**src/sv/gddn_pkg.sv**
```systemverilog
// shared types, constants and calendar tables for the date difference block
package gddn_pkg;

    // field widths
    localparam int DAY_W   = 5;
    localparam int MONTH_W = 4;
    localparam int YEAR_W  = 12;
    localparam int DIFF_W  = 21;
    localparam int COUNT_W = 20;
    localparam int PART_W  = 11;
    localparam int MSTART_W = 9;
    localparam int Q100_W  = 6;
    localparam int LEAPS_W = 10;
    localparam int MUL_W   = 13;
    localparam int PROD_W  = YEAR_W + MUL_W;

    // calendar constants
    localparam logic [YEAR_W-1:0]  EPOCH_YEAR  = 12'd1582;
    localparam logic [PART_W-1:0]  LEAPS_BEFORE_EPOCH = 11'd383;
    localparam logic [8:0]         DAYS_PER_YEAR = 9'd365;
    localparam logic [6:0]         YEARS_PER_CENTURY = 7'd100;
    localparam logic [MONTH_W-1:0] MONTH_JAN = 4'd1;
    localparam logic [MONTH_W-1:0] MONTH_FEB = 4'd2;
    localparam logic [MONTH_W-1:0] MONTH_DEC = 4'd12;
    localparam logic [DAY_W-1:0]   DAY_FIRST = 5'd1;
    localparam logic [DAY_W-1:0]   DAY_FEB_LEAP = 5'd29;

    // floor(n / 100) for n below 4096 as (n * 5243) >> 19
    localparam logic [MUL_W-1:0] DIV100_MUL   = 13'd5243;
    localparam int               DIV100_SHIFT = 19;

    // result status codes
    typedef enum logic [1:0] {
        ST_OK       = 2'd0,
        ST_INVALID  = 2'd1,
        ST_OVERFLOW = 2'd2
    } t_status;

    // one calendar date
    typedef struct packed {
        logic [YEAR_W-1:0]  year;
        logic [MONTH_W-1:0] month;
        logic [DAY_W-1:0]   day;
    } t_date;

    // per-stage advance enables
    typedef struct packed {
        logic en3;
        logic en2;
        logic en1;
    } t_stage_en;

    // days in a month of a common year, zero for a bad month code
    function automatic logic [DAY_W-1:0] month_len(input logic [MONTH_W-1:0] m);
        logic [DAY_W-1:0] v;
        case (m)
            4'd1:    v = 5'd31;
            4'd2:    v = 5'd28;
            4'd3:    v = 5'd31;
            4'd4:    v = 5'd30;
            4'd5:    v = 5'd31;
            4'd6:    v = 5'd30;
            4'd7:    v = 5'd31;
            4'd8:    v = 5'd31;
            4'd9:    v = 5'd30;
            4'd10:   v = 5'd31;
            4'd11:   v = 5'd30;
            4'd12:   v = 5'd31;
            default: v = 5'd0;
        endcase
        return v;
    endfunction

    // days before the first of a month in a common year
    function automatic logic [MSTART_W-1:0] month_start(input logic [MONTH_W-1:0] m);
        logic [MSTART_W-1:0] v;
        case (m)
            4'd1:    v = 9'd0;
            4'd2:    v = 9'd31;
            4'd3:    v = 9'd59;
            4'd4:    v = 9'd90;
            4'd5:    v = 9'd120;
            4'd6:    v = 9'd151;
            4'd7:    v = 9'd181;
            4'd8:    v = 9'd212;
            4'd9:    v = 9'd243;
            4'd10:   v = 9'd273;
            4'd11:   v = 9'd304;
            4'd12:   v = 9'd334;
            default: v = 9'd0;
        endcase
        return v;
    endfunction

endpackage

```
**src/sv/gddn_day_count.sv**
```systemverilog
// three-stage day count, validity check and month length for one date
module gddn_day_count #(
    parameter int unsigned YEAR_MAX = 4095
) (
    input  logic                         i_clk,
    input  gddn_pkg::t_stage_en          i_en,
    input  gddn_pkg::t_date              i_date,
    output logic [gddn_pkg::COUNT_W-1:0] o_count,
    output logic                         o_valid,
    output logic [gddn_pkg::DAY_W-1:0]   o_dim
);

    // stage 1 registers
    logic [gddn_pkg::DAY_W-1:0]    r1_day;
    logic [gddn_pkg::YEAR_W-1:0]   r1_year;
    logic [gddn_pkg::Q100_W-1:0]   r1_q100;
    logic                          r1_ok;
    logic                          r1_feb;
    logic                          r1_after_feb;
    logic [gddn_pkg::MSTART_W-1:0] r1_mstart;
    logic [gddn_pkg::DAY_W-1:0]    r1_mlen;

    // stage 2 registers
    logic [gddn_pkg::COUNT_W-1:0]  r2_base;
    logic [gddn_pkg::PART_W-1:0]   r2_part;
    logic                          r2_valid;
    logic [gddn_pkg::DAY_W-1:0]    r2_dim;

    // stage 3 registers
    logic [gddn_pkg::COUNT_W-1:0]  r3_count;
    logic                          r3_valid;
    logic [gddn_pkg::DAY_W-1:0]    r3_dim;

    // stage 1 logic
    logic [gddn_pkg::PROD_W-1:0]   n1_prod;
    logic                          n1_ok;

    // stage 2 logic
    logic [gddn_pkg::YEAR_W-1:0]   n2_hund;
    logic                          n2_leap;
    logic [gddn_pkg::LEAPS_W-1:0]  n2_leaps;
    logic [gddn_pkg::YEAR_W-1:0]   n2_yoff;
    logic [gddn_pkg::DIFF_W-1:0]   n2_base;
    logic [gddn_pkg::DAY_W-1:0]    n2_dim;
    logic [gddn_pkg::PART_W-1:0]   n2_part;
    logic                          n2_valid;

    // century quotient and range checks
    always_comb begin
        n1_prod = gddn_pkg::PROD_W'(i_date.year) * gddn_pkg::PROD_W'(gddn_pkg::DIV100_MUL);
        n1_ok   = (i_date.year >= gddn_pkg::EPOCH_YEAR)
               && (32'(i_date.year) <= YEAR_MAX)
               && (i_date.month >= gddn_pkg::MONTH_JAN)
               && (i_date.month <= gddn_pkg::MONTH_DEC);
    end

    always_ff @(posedge i_clk) begin
        if (i_en.en1) begin
            r1_day       <= i_date.day;
            r1_year      <= i_date.year;
            r1_q100      <= n1_prod[gddn_pkg::DIV100_SHIFT +: gddn_pkg::Q100_W];
            r1_ok        <= n1_ok;
            r1_feb       <= (i_date.month == gddn_pkg::MONTH_FEB);
            r1_after_feb <= (i_date.month > gddn_pkg::MONTH_FEB);
            r1_mstart    <= gddn_pkg::month_start(i_date.month);
            r1_mlen      <= gddn_pkg::month_len(i_date.month);
        end
    end

    // leap rule, leap count, year base and day-of-year part
    always_comb begin
        n2_hund  = gddn_pkg::YEAR_W'(r1_q100) * gddn_pkg::YEAR_W'(gddn_pkg::YEARS_PER_CENTURY);
        n2_leap  = (r1_year == n2_hund) ? (r1_q100[1:0] == 2'd0) : (r1_year[1:0] == 2'd0);
        n2_leaps = gddn_pkg::LEAPS_W'(r1_year >> 2)
                 - gddn_pkg::LEAPS_W'(r1_q100)
                 + gddn_pkg::LEAPS_W'(r1_q100 >> 2);
        n2_yoff  = r1_year - gddn_pkg::EPOCH_YEAR;
        n2_base  = gddn_pkg::DIFF_W'(n2_yoff) * gddn_pkg::DIFF_W'(gddn_pkg::DAYS_PER_YEAR);
        n2_dim   = (r1_feb && n2_leap) ? gddn_pkg::DAY_FEB_LEAP : r1_mlen;
        // leaps before this year = leaps up to this year minus this year
        n2_part  = gddn_pkg::PART_W'(r1_mstart)
                 + gddn_pkg::PART_W'(r1_day)
                 + gddn_pkg::PART_W'(r1_after_feb && n2_leap)
                 + gddn_pkg::PART_W'(n2_leaps)
                 - gddn_pkg::PART_W'(n2_leap)
                 - gddn_pkg::LEAPS_BEFORE_EPOCH;
        n2_valid = r1_ok && (r1_day >= gddn_pkg::DAY_FIRST) && (r1_day <= n2_dim);
    end

    always_ff @(posedge i_clk) begin
        if (i_en.en2) begin
            r2_base  <= n2_base[gddn_pkg::COUNT_W-1:0];
            r2_part  <= n2_part;
            r2_valid <= n2_valid;
            r2_dim   <= n2_dim;
        end
    end

    // final sum
    always_ff @(posedge i_clk) begin
        if (i_en.en3) begin
            r3_count <= r2_base + gddn_pkg::COUNT_W'(r2_part);
            r3_valid <= r2_valid;
            r3_dim   <= r2_dim;
        end
    end

    assign o_count = r3_count;
    assign o_valid = r3_valid;
    assign o_dim   = r3_dim;

endmodule

```
**src/sv/gregorian_date_diff_next_day_top.sv**
```systemverilog
// top level: date difference and next day, four-stage pipeline
//
//  channel  | dir | tdata (low bit up)                               | tuser
//  s_axis   | in  | a_day a_month a_year b_day b_month b_year, pad  | -
//  m_axis   | out | day_difference next_day next_month next_year, pad| status
//
// an input transfer passes through the four register stages (century quotient, leap and
// year multiply, day count sum, difference and next-date select) to output valid; one
// pair per cycle sustained while m_axis_tready is held high.
// reset clears only the stage valid bits; payload registers are not reset.
// each stage advances when it is empty or the stage after it advances, so a
// stall on m_axis holds every occupied stage and fills bubbles upstream.
module gregorian_date_diff_next_day_top #(
    parameter int unsigned YEAR_MAX = 4095
) (
    input  logic        i_clk,
    input  logic        i_rst_n,
    input  logic        s_axis_tvalid,
    output logic        s_axis_tready,
    // a_day, a_month, a_year, b_day, b_month, b_year, zero pad
    input  logic [47:0] s_axis_tdata,
    output logic        m_axis_tvalid,
    input  logic        m_axis_tready,
    // day_difference, next_day, next_month, next_year, zero pad
    output logic [47:0] m_axis_tdata,
    // status
    output logic [1:0]  m_axis_tuser
);

    gddn_pkg::t_date     w_a_in;
    gddn_pkg::t_date     w_b_in;
    gddn_pkg::t_stage_en w_en;
    logic                w_en4;

    logic r_vld1, r_vld2, r_vld3, r_vld4;
    logic n_vld1, n_vld2, n_vld3, n_vld4;

    gddn_pkg::t_date r_a1, r_a2, r_a3;

    logic [gddn_pkg::COUNT_W-1:0] w_a_count, w_b_count;
    logic                         w_a_valid, w_b_valid;
    logic [gddn_pkg::DAY_W-1:0]   w_a_dim, w_b_dim;

    logic [gddn_pkg::DIFF_W-1:0]  r_diff,  n_diff;
    gddn_pkg::t_date              r_next,  n_next;
    gddn_pkg::t_status            r_status, n_status;

    // unpack input fields
    always_comb begin
        w_a_in.day   = s_axis_tdata[4:0];
        w_a_in.month = s_axis_tdata[8:5];
        w_a_in.year  = s_axis_tdata[20:9];
        w_b_in.day   = s_axis_tdata[25:21];
        w_b_in.month = s_axis_tdata[29:26];
        w_b_in.year  = s_axis_tdata[41:30];
    end

    // stage enables, from the output back
    always_comb begin
        w_en4       = !r_vld4 || m_axis_tready;
        w_en.en3    = !r_vld3 || w_en4;
        w_en.en2    = !r_vld2 || w_en.en3;
        w_en.en1    = !r_vld1 || w_en.en2;
        n_vld1      = w_en.en1 ? s_axis_tvalid : r_vld1;
        n_vld2      = w_en.en2 ? r_vld1 : r_vld2;
        n_vld3      = w_en.en3 ? r_vld2 : r_vld3;
        n_vld4      = w_en4    ? r_vld3 : r_vld4;
    end

    assign s_axis_tready = w_en.en1;

    // valid bits
    always_ff @(posedge i_clk) begin
        if (!i_rst_n) begin
            r_vld1 <= 1'b0;
            r_vld2 <= 1'b0;
            r_vld3 <= 1'b0;
            r_vld4 <= 1'b0;
        end else begin
            r_vld1 <= n_vld1;
            r_vld2 <= n_vld2;
            r_vld3 <= n_vld3;
            r_vld4 <= n_vld4;
        end
    end

    // date a travels alongside the count pipeline for the next-day step
    always_ff @(posedge i_clk) begin
        if (w_en.en1) r_a1 <= w_a_in;
        if (w_en.en2) r_a2 <= r_a1;
        if (w_en.en3) r_a3 <= r_a2;
    end

    gddn_day_count #(.YEAR_MAX(YEAR_MAX)) u_count_a (
        .i_clk   (i_clk),
        .i_en    (w_en),
        .i_date  (w_a_in),
        .o_count (w_a_count),
        .o_valid (w_a_valid),
        .o_dim   (w_a_dim)
    );

    gddn_day_count #(.YEAR_MAX(YEAR_MAX)) u_count_b (
        .i_clk   (i_clk),
        .i_en    (w_en),
        .i_date  (w_b_in),
        .o_count (w_b_count),
        .o_valid (w_b_valid),
        .o_dim   (w_b_dim)
    );

    // difference and next-date select
    always_comb begin
        n_diff   = gddn_pkg::DIFF_W'(w_a_count) - gddn_pkg::DIFF_W'(w_b_count);
        n_next   = r_a3;
        n_status = gddn_pkg::ST_OK;
        if (!w_a_valid || !w_b_valid) begin
            n_diff   = '0;
            n_status = gddn_pkg::ST_INVALID;
        end else if (r_a3.day < w_a_dim) begin
            n_next.day = r_a3.day + gddn_pkg::DAY_FIRST;
        end else if (r_a3.month < gddn_pkg::MONTH_DEC) begin
            n_next.day   = gddn_pkg::DAY_FIRST;
            n_next.month = r_a3.month + gddn_pkg::MONTH_JAN;
        end else if (32'(r_a3.year) < YEAR_MAX) begin
            n_next.day   = gddn_pkg::DAY_FIRST;
            n_next.month = gddn_pkg::MONTH_JAN;
            n_next.year  = r_a3.year + gddn_pkg::YEAR_W'(1);
        end else begin
            n_status = gddn_pkg::ST_OVERFLOW;
        end
    end

    // output register
    always_ff @(posedge i_clk) begin
        if (w_en4) begin
            r_diff   <= n_diff;
            r_next   <= n_next;
            r_status <= n_status;
        end
    end

    assign m_axis_tvalid = r_vld4;
    assign m_axis_tdata  = {6'd0, r_next.year, r_next.month, r_next.day, r_diff};
    assign m_axis_tuser  = r_status;

    // invalid results carry a zero difference
    a_invalid_zero: assert property (@(posedge i_clk) disable iff (!i_rst_n)
        (m_axis_tvalid && (m_axis_tuser == gddn_pkg::ST_INVALID)) |-> (m_axis_tdata[20:0] == '0))
        else $error("invalid result with nonzero difference");

    // overflow only on december 31 of the top year
    a_overflow_date: assert property (@(posedge i_clk) disable iff (!i_rst_n)
        (m_axis_tvalid && (m_axis_tuser == gddn_pkg::ST_OVERFLOW)) |->
        ((32'(m_axis_tdata[41:30]) == YEAR_MAX) && (m_axis_tdata[29:26] == gddn_pkg::MONTH_DEC)
         && (m_axis_tdata[25:21] == 5'd31)))
        else $error("overflow status on a date other than the last day");

    // an input transfer always lands in the first stage
    a_accept_fills: assert property (@(posedge i_clk) disable iff (!i_rst_n)
        (s_axis_tvalid && s_axis_tready) |=> r_vld1)
        else $error("accepted item lost at stage one");

    // a stalled output stage stays occupied and keeps an occupied third stage occupied
    a_stall_holds: assert property (@(posedge i_clk) disable iff (!i_rst_n)
        (r_vld4 && !m_axis_tready && r_vld3) |=> (r_vld4 && r_vld3))
        else $error("stage dropped during output stall");

    // a valid second date always sits in a month of at least 28 days
    a_b_month_len: assert property (@(posedge i_clk) disable iff (!i_rst_n)
        (r_vld3 && w_b_valid) |-> (w_b_dim >= 5'd28))
        else $error("valid date with a short month length");

endmodule

```
**config.mk**
```make
export PLATFORM = sky130hd
export DESIGN_NAME = gregorian_date_diff_next_day_top
export DESIGN_NICKNAME = d
export VERILOG_FILES = /design/src/sv/gddn_pkg.sv /design/src/sv/gddn_day_count.sv /design/src/sv/gregorian_date_diff_next_day_top.sv
export SDC_FILE = /design/constraint.sdc
export NUM_CORES = 1
export LEC_CHECK = 0
export BUFFER_PORTS_ARGS = -buffer_cell sky130_fd_sc_hd__buf_2
export CAP_MARGIN = 10
export CORE_UTILIZATION = 65
export DETAILED_ROUTE_END_ITERATION = 8
export PLACE_DENSITY = 0.87
export SLEW_MARGIN = 10
export SYNTH_ARGS = -nofsm -noshare
export SYNTH_HDL_FRONTEND = slang
export SYNTH_SLANG_ARGS = --single-unit
```
**constraint.sdc**
```tcl
create_clock -name i_clk -period 9.53 [get_ports i_clk]
set_input_delay 1.906 -clock i_clk [delete_from_list [all_inputs] [get_ports i_clk]]
set_output_delay 1.906 -clock i_clk [all_outputs]
set_load 0.005 [all_outputs]
```
==> results.md, run 1 <==
- Run status: finished clean
- CTS resizes: 0
- Mapped cell area: 25300 sq um
- Hold Buf Count CTS: 0
- Clock buffers created by TritonCTS: 29
- Clk Latency, worst-skew pair: 0.57 ns
- CP endpoint kind: flip-flop
- Die extent in x: 199 um
- Proportion of synthesized chip area in sequential cells: 0.332
- Top cell family by delay on the critical path: adder cells
- Detail-routed via count per cell: 5.67
- Antenna violations before repair: 1
- Pin count of the biggest net entering global routing: 81
- Syn. warnings: 0
- Global placement routability congestion: 0.941
- Clock-pin slew of the registers on the worst-case setup and hold paths: 0.06 ns
- RSZ-0062 raised after global routing: no
- Count of nets left with antenna violations after detail routing: 0
- Die footprint: 39800 sq um
- Maximum single-stage delay on the critical path: 0.90 ns
- Post-Route Setup TNS: 0 ns
- CTS tree: yes
- Vert. Die Dim: 199 um
- Number of pins with negative max-slew slack in the final report: 0
- Combined buffer and inverter count along the critical path: 3
- Clock skew: 0.0107 ns
- Final cycle utilization of the critical path: 0.682
- Maximum fanout along the worst path: 5
- Worst Tran Pin Value: 1.04 ns
- Setup ws final: 3.03 ns
- Buffer type at the clock tree root: clkbuf_16
- Vias: 16600
- Count of boundary I/O pins: 104
- Wire length of the first global-routing pass: 81200 um
- Data required time at the worst endpoint: 9.91 ns
- Half-perimeter wire length after detailed placement: 38800 um
- Setup-violating endpoint count in the final report: 0
- GR Layer Usage met1: 0.336
- Type of the tightest min-delay check: reg -> reg
- DRT Wirelength: 48500 um
- Asr flop ratio synth: 0
- Layout area overhead: 8.37%
- Initial standard-cell utilization of the core: 0.666
- Number of detailed-route iterations in the first pass: 7
- Max transition margin: 0.301
- Unique masters post-synth: 65
- CTS HTree Levels: 1
- Mean cell area of the mapped netlist: 11.1 sq um
- Most used cell along the critical path: ha_1
- Category of the most critical setup path: reg -> reg
- Post-synthesis register bit count: 281
- Synthesized instance count: 2286
- Final #Nets: 3098
- Fraction of layout cells with a size suffix above 1: 0.0690
- Pre-CTS setup slack: 2.62 ns
- Remaining DRCs: 0
- Series of cell instances along the critical path: ha_1, ha_1, ha_1, inv_1, fa_1, inv_1, a21o_1, a21oi_1, xnor2_1, a311oi_1, nand2_1, fa_1, inv_1, fa_1, ha_1, a21o_1, a21oi_1, o21ai_0, or4_1, a31o_2, a21oi_1, xor2_1
- Critical Path Start Type: flip-flop
- Top_reg_cell synth: edfxtp_1
- Number of buffers added on ports: 91
- Number of global-route vias before repair: 17200
- Shortest period the worst path allows: 6.50 ns
- Number of sinks on the clock net: 281
- Initial drt markers: 972
- Largest buffer count on any clock path: 3
- Max Clk Rate: 154 MHz
- Filler instances: 2540
- EDFF count, synth: 277
- Final hold violation count: 0
- Met2 track utilization from global routing: 0.445
- Met3 track demand over resource in global routing: 0.0265
- Avg WL per Cell: 16.5 um
- Grt peak-use layer: met2
- Number of setup buffers added after CTS: 0
- Number of rows created at floorplan: 71
- Critical Path AT: 6.88 ns
- Global routing usage summed across all routing layers: 0.254
- MaxCap Viol Count: 0
- Total gr overflow: 0
- CP max-delay cell: a311oi_1
- Number of antenna cells inserted: 0
- Core outline area: 38000 sq um
cells in the final DEF (no fill, tap or decap), types with 9 or more instances in the layout:
cell	synthesis	layout
and2_1	12	12
nand2_1	91	89
nor2_1	109	109
ha_1	458	458
nand3_1	25	25
o21ai_0	78	78
or3_1	9	9
edfxtp_1	277	277
nor2b_1	28	28
inv_1	422	421
nand4_1	17	17
o21a_1	21	21
xor2_1	75	75
a21oi_1	105	105
a21o_1	34	34
nor4_1	17	17
nand2b_1	19	19
and3_1	13	13
nor3_1	30	30
a31oi_1	11	11
buf_2	0	91
xnor2_1	112	112
fa_1	189	189
clkbuf_16	0	29
Yosys cell counts, drive strengths merged (6+ instances only):
master,count,share of area
a21oi,105,0.021
a31oi,11,0.0027
nor2,109,0.016
a21o,34,0.010
o21a,21,0.0062
and2,12,0.0030
o21ai,79,0.016
nor2b,28,0.0069
and3,13,0.0032
clkbuf,12,0.0018
o21bai,6,0.0018
or4,6,0.0018
nand2b,19,0.0047
xnor2,112,0.039
ha,458,0.23
or3,9,0.0022
nand4,17,0.0042
a211oi,8,0.0024
inv,422,0.063
buf,7,0.0019
nand3,25,0.0049
nor4,17,0.0042
edfxtp,277,0.33
nor3,30,0.0059
nand2,91,0.013
fa,189,0.15
mux2i,8,0.0032
or2,8,0.0020
xor2,75,0.026
kinds of logic (layout without fill, tap and decap cells):
group | Yosys count | in the layout | share of synthesized area
flops | 281 | 281 | 0.332
compound gates | 316 | 316 | 0.0774
other cells | 1 | 6 | 0.000148
simple gates | 399 | 399 | 0.0778
mux | 14 | 14 | 0.00628
fa+ha+maj | 647 | 647 | 0.376
xor+xnor | 187 | 187 | 0.0647
buf+inv | 441 | 572 | 0.0663
flip-flops by register name (all words and copies together) (netlist names), 12 cells and up:
signal and flops:
r_a3 21, r_diff 21, m_axis_tdata 21, u_count_b.r2_base 20
u_count_b.r1_year 12, u_count_a.o_count 20, r_a2 21, u_count_a.r1_year 12
u_count_a.r2_base 19, u_count_b.o_count 20
worst paths after layout:
kind / startpoint / end / slack [ns] / cells past startpoint
worst max-delay path: u_count_a.r1_q100[2]$_DFFE_PP_ / u_count_a.r2_part[10]$_DFFE_PP_ / 3.03 / 22
worst min-delay path: r_a2[8]$_DFFE_PP_ / r_a3[8]$_DFFE_PP_ / 0.42 / 0
worst max register to register: u_count_a.r1_q100[2]$_DFFE_PP_ / u_count_a.r2_part[10]$_DFFE_PP_ / 3.03 / 22
worst min register to register: r_a2[8]$_DFFE_PP_ / r_a3[8]$_DFFE_PP_ / 0.42 / 0
routing by layer:
| layer | vias to the layer above | part of all wire | routed length [um] |
|---|---|---|---|
| met1 | 8024 | 0.43 | 21000 |
| met5 | - | 0.00027 | 13 |
| met4 | 2 | 0.025 | 1200 |
| li1 | 8032 | - | - |
| met2 | 460 | 0.49 | 24000 |
| met3 | 105 | 0.047 | 2280 |
area by class of cell:
class	count	area (sq um)	area share
Tap cell	511	639	0.0233
Clock buffer	30	729	0.0266
Multi-Input combinational cell	1569	15300	0.557
Sequential cell	281	8400	0.306
Timing Repair Buffer	96	493	0.0180
Inverter	422	1590	0.0578
Clock inverter	24	322	0.0117
through the flow:
stage	std cells	utilization	cell area, sq um	hold slack, ns
global placement	2879	0.694	26400	0.403
floorplan	2291	-	25300	0.400
global route	2933	0.722	27400	0.429
CTS	2933	0.722	27400	0.419
detailed placement	2879	0.694	26400	0.405
finish	2933	0.722	27400	0.419
Power of run 1 is left out: the tool's default activity adds up to more than one toggle a clock period on the data nets, which glitch-free logic cannot reach.
==> run 2: changes to the inputs <==
Settings changed: CORE_UTILIZATION 65 to 64, PLACE_DENSITY 0.87 to 0.86.
Clock period 9.53 ns to 6.1 ns, I/O delays scaled along.
==> run 2 against run 1 <==
Critical path depth unchanged; first-iteration DRC count decreased by 17%; core utilization decreased by 1.3 points; final cell count increased by 0.95%; sequential share of layout area decreased by 0.099 points; routed wire length decreased by 0.63%; cell area increased by 0.32%; fmax increased by 12%; hold slack improved by 0.0014 ns; worst setup slack got worse by 2.7 ns; global-route usage decreased by 0.69 points; die area increased by 1.5%; highest routed layer is now met4.
==> results.md, run 2 (synthesis results as in run 1) <==
- Run status: finished clean
- Fraction of layout cells with a size suffix above 1: 0.0770
- Top library cells by usage in the layout, fill and taps aside: 458 x ha_1, 421 x inv_1, 277 x edfxtp_1
- Setup-violating endpoint count in the final report: 0
- CTS tree: yes
- Remaining DRCs: 0
- Avg WL per Cell: 16.3 um
- Detail-routed via count per cell: 5.63
- Data required time at the worst endpoint: 6.42 ns
- Critical Path Start Type: flip-flop
- Post-placement cell count: 2904
- MaxCap Viol Count: 0
- Die footprint: 40400 sq um
- Half-perimeter wire length after detailed placement: 38800 um
- Core Util, Final: 0.709
- Type of the tightest min-delay check: reg -> reg
- Clock skew: 0.0109 ns
- Number of detailed-route iterations in the first pass: 7
- Hold Buf Count CTS: 0
- Reg area: 8400 sq um
- Maximum single-stage delay on the critical path: 0.48 ns
- Vert. Die Dim: 201 um
- Count of boundary I/O pins: 104
- Count of nets left with antenna violations after detail routing: 0
- Global routing usage summed across all routing layers: 0.247
- Number of buffers added on ports: 91
- CTS HTree Levels: 1
- Final cycle utilization of the critical path: 0.949
- Number of global-route vias before repair: 17600
- Antenna violations before repair: 0
- Non-filler instance count after layout: 2961
- Final #Nets: 3118
- CP max-delay cell: fa_1
- Maximum fanout along the worst path: 3
- Die extent in x: 201 um
- CP endpoint kind: flip-flop
- Clk Latency, worst-skew pair: 0.58 ns
- Wire length of the first global-routing pass: 82200 um
- Series of cell instances along the critical path: ha_1, ha_1, ha_1, inv_1, fa_1, xnor2_1, nor4_1, nand4_1, nor2_1, a311oi_2, buf_4, fa_1, inv_1, fa_1, ha_1, a21o_1, a21oi_2, o21ai_0, or4_1, a31o_2, a21oi_1, xor2_1
- Number of rows created at floorplan: 72
- Area used by multi-input combinational logic: 15300 sq um
- Number of sinks on the clock net: 281
- Layout area overhead: 8.72%
- Shortest period the worst path allows: 5.79 ns
- Max Clk Rate: 173 MHz
- Total gr overflow: 0
- Core outline area: 38800 sq um
- Number of pins with negative max-slew slack in the final report: 0
- DRT Wirelength: 48200 um
- Final hold violation count: 0
- Global placement routability congestion: 0.898
- Commonest non-fill, non-tap cell in the layout: ha_1
- Worst Tran Pin Value: 0.975 ns
- Initial drt markers: 806
- Critical Path AT: 6.11 ns
- Vias: 16700
- Pin count of the biggest net entering global routing: 77
- RSZ-0062 raised after global routing: no
- Post-Route Setup TNS: 0 ns
- Initial standard-cell utilization of the core: 0.652
- Clock buffers created by TritonCTS: 30
- Filler instances: 2604
- Category of the most critical setup path: reg -> reg
- Buffer type at the clock tree root: clkbuf_16
- Most used cell along the critical path: ha_1
- Largest buffer count on any clock path: 3
- Max transition margin: 0.350
- Number of antenna cells inserted: 0
- Clock-pin slew of the registers on the worst-case setup and hold paths: 0.06 ns
[run 2: layout make-up]
type | instances | share of cell area
Tap cell | 518 | 0.0235
Sequential cell | 281 | 0.305
Clock inverter | 21 | 0.00673
Inverter | 422 | 0.0576
Multi-Input combinational cell | 1569 | 0.556
Clock buffer | 35 | 0.0280
Timing Repair Buffer | 115 | 0.0231
[run 2: per-stage QoR]
step	setup slack (ns)	cell area, sq um	hold slack (ns)
floorplan	0.526	25300	0.400
global placement	0.141	26500	0.402
detailed placement	-0.0501	26500	0.406
CTS	0.139	27500	0.421
global route	0.0184	27500	0.423
finish	0.308	27500	0.420
[run 2: final timing paths]
path                                       start                              end  slack (ns)  cells after the start
setup reg to reg  u_count_a.r1_q100[1]$_DFFE_PP_  u_count_a.r2_part[10]$_DFFE_PP_        0.31                     22
hold reg to reg               r_a2[16]$_DFFE_PP_               r_a3[16]$_DFFE_PP_        0.42                      0
hold / removal                r_a2[16]$_DFFE_PP_               r_a3[16]$_DFFE_PP_        0.42                      0
setup / recovery  u_count_a.r1_q100[1]$_DFFE_PP_  u_count_a.r2_part[10]$_DFFE_PP_        0.31                     22
[run 2: per-layer routing]
metal | track usage | routed length, um | vias up
li1 | - | - | 8082
met1 | 0.324 | 20800 | 8014
met2 | 0.434 | 23700 | 455
met3 | 0.0273 | 2320 | 106
met4 | 0.0709 | 1250 | 0
met5 | 0 | 0 | -
[run 2: what timing repair did]
item | CTS | global route
endpoints found under the setup margin | 0 | 3
buffers inserted | 0 | 1
resized for setup | 0 | 6
[run 2: critical path: cells and delay by family, from the launching register on]
kind	cells	cell delay, ns
DFF	1	0.42
and+or+nand+nor	4	0.98
xor gates and xnor gates	2	0.23
AOI/OAI and AO/OA	6	1.04
adders and majority gates	7	2.54
buffers and inverters	3	0.34
Power of run 2 is left out for the same reason.
